File: config.mk
export PLATFORM = sky130hd
export DESIGN_NAME = plst_cell
export DESIGN_NICKNAME = d
export VERILOG_FILES = /design/src/positional_list_store_assert.svh /design/src/plst_pkg.sv /design/src/plst_cell.sv
export SDC_FILE = /design/constraint.sdc
export NUM_CORES = 1
export LEC_CHECK = 0
export BUFFER_PORTS_ARGS = -buffer_cell sky130_fd_sc_hd__buf_2
export CAP_MARGIN = 20
export CELL_PAD_IN_SITES_DETAIL_PLACEMENT = 1
export CELL_PAD_IN_SITES_GLOBAL_PLACEMENT = 2
export CORE_ASPECT_RATIO = 0.75
export CORE_MARGIN = 2
export CORE_UTILIZATION = 21
export DETAILED_ROUTE_END_ITERATION = 8
export GPL_TIMING_DRIVEN = 0
export MAX_ROUTING_LAYER = met4
export PLACE_DENSITY_LB_ADDON = 0.1
export RECOVER_POWER = 25
export SLEW_MARGIN = 20
export SYNTH_ARGS = -nofsm -noshare
export SYNTH_HDL_FRONTEND = slang
export SYNTH_SLANG_ARGS = --single-unit
export TNS_END_PERCENT = 20
File: constraint.sdc
create_clock -name clk -period 2 [get_ports clk]
set_clock_uncertainty 0.15 [all_clocks]
set_input_delay 0.3 -clock clk [delete_from_list [all_inputs] [get_ports clk]]
set_output_delay 0.3 -clock clk [all_outputs]
set_load 0.02 [all_outputs]
File: src/positional_list_store_assert.svh
// ----------------------------------------------------------------------------
// Assertion macros for the positional list store
// Shared property templates, sampled on the rising clock and off during reset.
// ----------------------------------------------------------------------------
`ifndef POSITIONAL_LIST_STORE_ASSERT_SVH
`define POSITIONAL_LIST_STORE_ASSERT_SVH

// Same-cycle implication.
`define PLST_ASSERT_IMP(label, clk, rst_n, ante, cons, msg) \
    label: assert property (@(posedge clk) disable iff (!rst_n) (ante) |-> (cons)) \
        else $error(msg);

// Next-cycle implication.
`define PLST_ASSERT_NXT(label, clk, rst_n, ante, cons, msg) \
    label: assert property (@(posedge clk) disable iff (!rst_n) (ante) |=> (cons)) \
        else $error(msg);

`endif

File: src/plst_pkg.sv
// ----------------------------------------------------------------------------
// plst_pkg
// Sizes, request codes and cell control types for the positional list store.
// ----------------------------------------------------------------------------
`default_nettype none

package plst_pkg;

    localparam int DEPTH      = 64;
    localparam int ELEM_WIDTH = 32;

    localparam int TYPE_W  = 3;
    localparam int POS_W   = 8;
    localparam int VAL_W   = 32;
    localparam int OUT_W   = 7;
    localparam int CNT_W   = $clog2(DEPTH + 1);
    localparam int IDX_W   = $clog2(DEPTH);
    localparam int CMP_W   = ((POS_W > CNT_W) ? POS_W : CNT_W) + 1;

    typedef enum logic [TYPE_W-1:0] {
        REQ_INSERT   = 3'd0,
        REQ_LOCATE   = 3'd1,
        REQ_RETRIEVE = 3'd2,
        REQ_REMOVE   = 3'd3,
        REQ_CLEAR    = 3'd4
    } req_e;

    typedef enum logic [1:0] {
        CELL_HOLD  = 2'd0,
        CELL_LOAD  = 2'd1,
        CELL_LEFT  = 2'd2,
        CELL_RIGHT = 2'd3
    } cell_op_e;

    typedef struct packed {
        cell_op_e op;
    } cell_ctrl_t;

endpackage

`default_nettype wire

File: src/plst_cell.sv
// ----------------------------------------------------------------------------
// plst_cell
// One list slot: holds an element, loads, shifts from a neighbor, compares.
// ----------------------------------------------------------------------------
`default_nettype none

module plst_cell (
    input  wire                              clk,
    input  wire plst_pkg::cell_ctrl_t        ctrl,
    input  wire [plst_pkg::ELEM_WIDTH-1:0]   load_value,
    input  wire [plst_pkg::ELEM_WIDTH-1:0]   left_data,
    input  wire [plst_pkg::ELEM_WIDTH-1:0]   right_data,
    input  wire [plst_pkg::ELEM_WIDTH-1:0]   key,
    output logic [plst_pkg::ELEM_WIDTH-1:0]  data,
    output logic                             hit
);

    logic [plst_pkg::ELEM_WIDTH-1:0] data_reg;
    logic [plst_pkg::ELEM_WIDTH-1:0] data_next;

    always_comb
    begin
        case (ctrl.op)
            plst_pkg::CELL_LOAD:  data_next = load_value;
            plst_pkg::CELL_LEFT:  data_next = left_data;
            plst_pkg::CELL_RIGHT: data_next = right_data;
            default:              data_next = data_reg;
        endcase
    end

    always_ff @(posedge clk)
    begin
        data_reg <= data_next;
    end

    assign data = data_reg;
    assign hit  = (data_reg == key);

endmodule

`default_nettype wire

==> results of run 1 <==
-- worst max-delay path by stage --
stage,to,slack (ns)
floorplan,hit,0.20
global placement,hit,-0.06
detailed placement,hit,-0.06
CTS,hit,-0.19
global route,hit,-0.25
finish,hit,-0.16
-- cells by family after synthesis --
logic type / Yosys count / share of synthesized area (%)
and+or+nand+nor: 44 / 9.70
AOI/OAI and AO/OA: 32 / 8.06
xor gates and xnor gates: 32 / 14.1
muxes: 32 / 16.1
DFF: 32 / 48.4
buffers and inverters: 11 / 3.65
-- layout by cell type (no fill, tap or decap) --
master     synthesis  final
nor4_1             8      6
nand4_1            2      2
buf_2              4    159
clkbuf_1           3      8
nor2_1            33     33
edfxtp_1          32     32
a21oi_1           32     32
buf_6              3      3
xor2_1            32     32
mux2i_1           32     32
clkinv_2           0      2
nor4_2             0      2
clkinv_1           0      1
buf_4              1      2
or2_2              1      1
clkbuf_16          0      5
-- through the flow --
step	area [µm²]	util (%)	worst slack, ns	std cells
5_1_grt	3100	34.0	-0.248	480
6_report	3100	34.0	-0.163	480
3_5_place_dp	2950	32.4	-0.0605	472
4_1_cts	3110	34.1	-0.187	480
3_3_place_gp	2950	32.4	-0.0619	472
2_1_floorplan	1990	-	0.203	183
-- power groups by stage --
stage | clock network, mW | logic (mW) | registers (mW)
floorplan | 0 | 0.197 | 0.998
global placement | 0 | 0.563 | 0.902
detailed placement | 0 | 0.566 | 0.903
CTS | 0.753 | 0.575 | 0.891
global route | 0.770 | 0.619 | 0.899
finish | 0.730 | 0.560 | 0.889
-- area by class of cell --
type / instances / area, µm²
tap: 128 / 160
buffer: 11 / 68.8
fill: 1101 / 6020
clock inverter: 3 / 13.8
timing repair buffer: 161 / 806
sequential: 32 / 961
multi-input combinational: 140 / 966
clock buffer: 5 / 125
-- what timing repair did --
action,CTS,global route
endpoints found under the hold margin,0,0
setup buffers,0,0
setup endpoints to repair,1,1
pin swaps,1,0
resized for setup,3,0
-- routing by layer --
| metal | up-vias | wire length, µm | global-route usage (%) |
|---|---|---|---|
| li1 | 994 | - | - |
| met1 | 883 | 3320 | 18.2 |
| met2 | 79 | 3490 | 23.8 |
| met3 | 6 | 526 | 3.49 |
| met4 | 0 | 65 | 2.71 |
| met5 | - | 0 | - |
-- worst min-delay path: stages --
cell	delay [ns]
buf_2	0.07
nor2_1	0.03
a21oi_1	0.09
==> out/results.txt, run 1 <==
Post-synthesis cell area - 0.00199 mm²
Least-Margin Pin Slew - 0.861 ns
Distinct cell type count after synthesis - 12
Num rows - 30
Detail Route Antenna Nets - 0
DR vias - 1,962
Gate Count Post-Synth - 183
Sequential power share - 40.8%
N_diodes - 0
YS warnings - 0
WS Path Type - reg -> out
Crit share post-route - 108%
Ys async rst share - 0%
Die area - 0.0103 mm²
GRT Util Overall - 14.4%
Peak supply drop - 289 µV
Hold Path Depth - 3
Unrepaired setup endpoints after global routing - yes
Final Hold Fails - 0
Synth area leader - edfxtp_1
Ys flop type - edfxtp_1
Vias per std cell - 4.09
Sw frac - 29.5%
Vias in the first global route - 2,082
CTS tree - yes
Worst hold slack - 0.198 ns
Gr ovfl total - 0
Worst path cell trace - xor2_1 > nor4_1 > nand4_1 > nor2_1 > buf_4
Crit path DAT - 1.71 ns
Num CTS Buffers - 5
Flop and latch count out of synthesis - 32
Yosys top cell area share - 48.4%
Critical Path Max Stage Delay - 0.45 ns
Buffers on Ports - 161
Post-synth net total - 314
Area Growth Syn to Fin - 56.0%
Post-layout power - 2.18 mW
Tmin final - 2.16 ns
Post-synth EDFFs - 32
Wirelength per Cell - 15.4 µm
Status - complete, but fails checks
Worst setup EP type - output port
Slew headroom - 42.6%
Nets@finish - 482
Final WS setup - -0.163 ns
CP max stage cell - nor4_1
Crit. Startpoint - data[24]$_DFFE_PP_
Min-delay src - load_value[14]
Crit start category - flop
DRC - 0
Chip width - 116 µm
Clock buffer depth - 2
Initial Utilization - 21.8%
GP Congestion - 0.679
Drt initial violations - 42
DP HPWL - 6040 µm
Setup_tns - -0.163 ns
Pin count of the biggest net entering global routing - 33
Chip height - 88.2 µm
Clock Tree Root - clkbuf_16
Pwr Density - 703 mW/mm²
Stages on worst setup path - 5
# setup viols final - 1
Top post-synthesis cells by area - edfxtp_1, mux2i_1, xor2_1
Max-cap violations - 0
Top-count cell post-synth - nor2_1
Initial antenna violation count - 0
Htree depth - 2
Lkg Pwr - 1.49 nW
Top post-synthesis cells by count - nor2_1, a21oi_1, edfxtp_1, mux2i_1, xor2_1
Clock power share - 33.5%
Failing checks - setup timing
Worst path bufs/invs - 1
Share of layout cells above drive strength 1 - 49.4%
Worst Hold Class - in -> reg
Placeable Area - 0.00912 mm²
Internal cell power - 1.54 mW
CP delay by family, top - simple AND/OR/NAND/NOR gates
CTS Hold Bufs - 0
Pins Over Slew Limit - 0
Io pins - 164
Fmax - 0.462 GHz
# clock sinks - 32
Sequential share of the synthesized area - 48.4%
Number of flip-flops in the largest register - 32
Gate power share - 25.7%
1st-pass router iterations - 3
WHS Endpoint - data[14]$_DFFE_PP_
Avg Cell Area, Syn - 10.9 µm²
First-pass GRT wire length - 10,800 µm
Required time of the worst setup path - 1.55 ns
Clk slew on worst S/H paths - 0.05 ns
Sw power - 0.644 mW
Routed WL - 7400 µm
Max Fanout on Critical Path - 2
Note: power is estimated with default switching activity, not from simulation.
==> run 2, diff against run 1 <==
--- a/config.mk
+++ b/config.mk
@@ -9,7 +9,6 @@
 export CAP_MARGIN = 20
 export CELL_PAD_IN_SITES_DETAIL_PLACEMENT = 1
 export CELL_PAD_IN_SITES_GLOBAL_PLACEMENT = 2
-export CORE_ASPECT_RATIO = 0.75
 export CORE_MARGIN = 2
 export CORE_UTILIZATION = 21
 export DETAILED_ROUTE_END_ITERATION = 8
==> out/results.txt, run 2 (same netlist as run 1, synthesis figures left out) <==
Gate power share - 29.0% (+3.3 points)
Area Growth Syn to Fin - 52.6%
Htree depth - 2 (unchanged)
Clk slew on worst S/H paths - 0.07 ns (+0.02 ns)
Worst setup EP type - output port
Max-cap violations - 0 (unchanged)
DRC - 0 (unchanged)
Chip width - 101 µm (-13%)
# clock sinks - 32 (unchanged)
First-pass GRT wire length - 11,100 µm (+3.3%)
Slew headroom - 42.9% (+0.32 points)
CTS tree - yes
Nets@finish - 482 (unchanged)
CTS Hold Bufs - 0 (unchanged)
Pin count of the biggest net entering global routing - 33 (unchanged)
Sw power - 0.626 mW (-2.7%)
Critical Path Max Stage Delay - 0.44 ns (about the same)
Pwr Density - 644 mW/mm² (-8.4%)
Initial Utilization - 21.6% (-0.18 points)
Share of layout cells above drive strength 1 - 49.1% (-0.28 points)
Die area - 0.0103 mm² (about the same)
GP Congestion - 0.711 (+4.7%)
Sw frac - 32.1% (+2.5 points)
Worst path bufs/invs - 1 (unchanged)
Least-Margin Pin Slew - 0.856 ns (-0.00486 ns)
Sequential power share - 45.4% (+4.6 points)
Post-route cell area - 0.00303 mm² (-2.2%)
Num CTS Buffers - 5 (unchanged)
CP delay by family, top - simple AND/OR/NAND/NOR gates
N_diodes - 0 (unchanged)
Internal cell power - 1.33 mW (-14%)
Num rows - 35 (+17%)
Wirelength per Cell - 16.5 µm (+6.9%)
Unrepaired setup endpoints after global routing - yes
Post-layout power - 1.95 mW (-10%)
Failing checks - setup timing
Initial antenna violation count - 0 (unchanged)
1st-pass router iterations - 4 (+1)
Vias per std cell - 4.34 (+6.1%)
Tmin final - 2.08 ns (-0.0791 ns)
Gr ovfl total - 0 (unchanged)
Most frequent cells in the layout - buf_2, nor2_1
WS Path Type - reg -> out
Placeable Area - 0.00920 mm² (+0.82%)
Status - complete, but fails checks
Vias in the first global route - 2,128 (+2.2%)
Commonest non-fill, non-tap cell in the layout - buf_2
DP HPWL - 5920 µm (-2.0%)
FILL cells - 1,158 (+5.2%)
Clock power share - 25.5% (-8.0 points)
Final Hold Fails - 0 (unchanged)
Final WS setup - -0.0840 ns (+0.0791 ns)
Worst hold slack - 0.190 ns (-0.00743 ns)
Drt initial violations - 36 (-14%)
Worst Hold Class - in -> reg
Multi-input logic area - 978 µm² (+1.3%)
DP Area - 0.00293 mm² (-0.72%)
CP max stage cell - edfxtp_1
Routed WL - 7620 µm (+3.1%)
Required time of the worst setup path - 1.55 ns (about the same)
Max Fanout on Critical Path - 2 (unchanged)
DR vias - 2,008 (+2.3%)
# Post-CTS Setup Buffers - 0 (unchanged)
Crit share post-route - 104% (-4.0 points)
Number of flip-flops in the largest register - 32 (unchanged)
Pins Over Slew Limit - 0 (unchanged)
# setup viols final - 1 (unchanged)
GRT Util Overall - 15.0% (+0.57 points)
Chip height - 101 µm (+15%)
Register Area - 961 µm² (unchanged)
Crit path DAT - 1.63 ns (-0.08 ns)
Peak supply drop - 202 µV (-30%)
Fin util - 33.0% (-1.0 points)
Clock Tree Root - clkbuf_8
Buffers on Ports - 161 (unchanged)
Crit start category - flop
Fmax - 0.480 GHz (+3.8%)
Detail Route Antenna Nets - 0 (unchanged)
Lkg Pwr - 1.46 nW (-2.2%)
Clock buffer depth - 2 (unchanged)
Io pins - 164 (unchanged)
Worst path cell trace - xor2_1 > nor4_2 > nand4_1 > nor2_1 > buf_4
## run 2: cell count changes in the layout (fill, tap and decap cells not counted)
| cell | change |
|---|---|
| buf_2 | -1 |
| clkbuf_16 | -5 |
| nor4_2 | +2 |
| clkbuf_1 | +3 |
| nor4_1 | -2 |
| clkinv_2 | -2 |
| clkbuf_8 | +5 |
## run 2: through the flow
stage	setup WS (ns)	std cells	setup TNS [ns]
4_1_cts	-0.149	463	-0.149
3_5_place_dp	0.0353	455	0
5_1_grt	-0.218	463	-0.218
2_1_floorplan	0.203	183	0
3_3_place_gp	0.0468	455	0
6_report	-0.0840	463	-0.0840
## run 2: metal layers
layer | vias up | GRT usage [%] | share of wire (%)
li1 | 993 | - | -
met1 | 911 | 19.7 | 47
met2 | 100 | 23.6 | 46
met3 | 4 | 3.17 | 6.7
met4 | 0 | 3.53 | 0.55
met5 | - | - | 0
## run 2: power groups by stage
stage          sequential [mW]  combinational [mW]  clock, mW
2_1_floorplan            0.998               0.197          0
3_3_place_gp             0.901               0.563          0
3_5_place_dp             0.905               0.566          0
4_1_cts                  0.890               0.581      0.521
5_1_grt                  0.899               0.620      0.549
6_report                 0.887               0.567      0.498
## run 2: worst paths after layout
kind	startpoint	to	depth (start not counted)	slack (ns)
hold / removal	load_value[19]	data[19]$_DFFE_PP_	3	0.19
setup / recovery	data[31]$_DFFE_PP_	hit	5	-0.08
## run 2: final cells by class
class | count | share of cell area, %
Multi-Input combinational cell | 140 | 32.3
Sequential cell | 32 | 31.7
Timing Repair Buffer | 161 | 26.5
Tap cell | 111 | 4.58
Clock buffer | 7 | 2.52
Buffer | 11 | 2.27
Clock inverter | 1 | 0.124
## run 2: what timing repair did
item                                    CTS  global route
endpoints found under the hold margin     0             0
pin swaps                                 3             2
endpoints found under the setup margin    1             1
resized for setup                         5             0
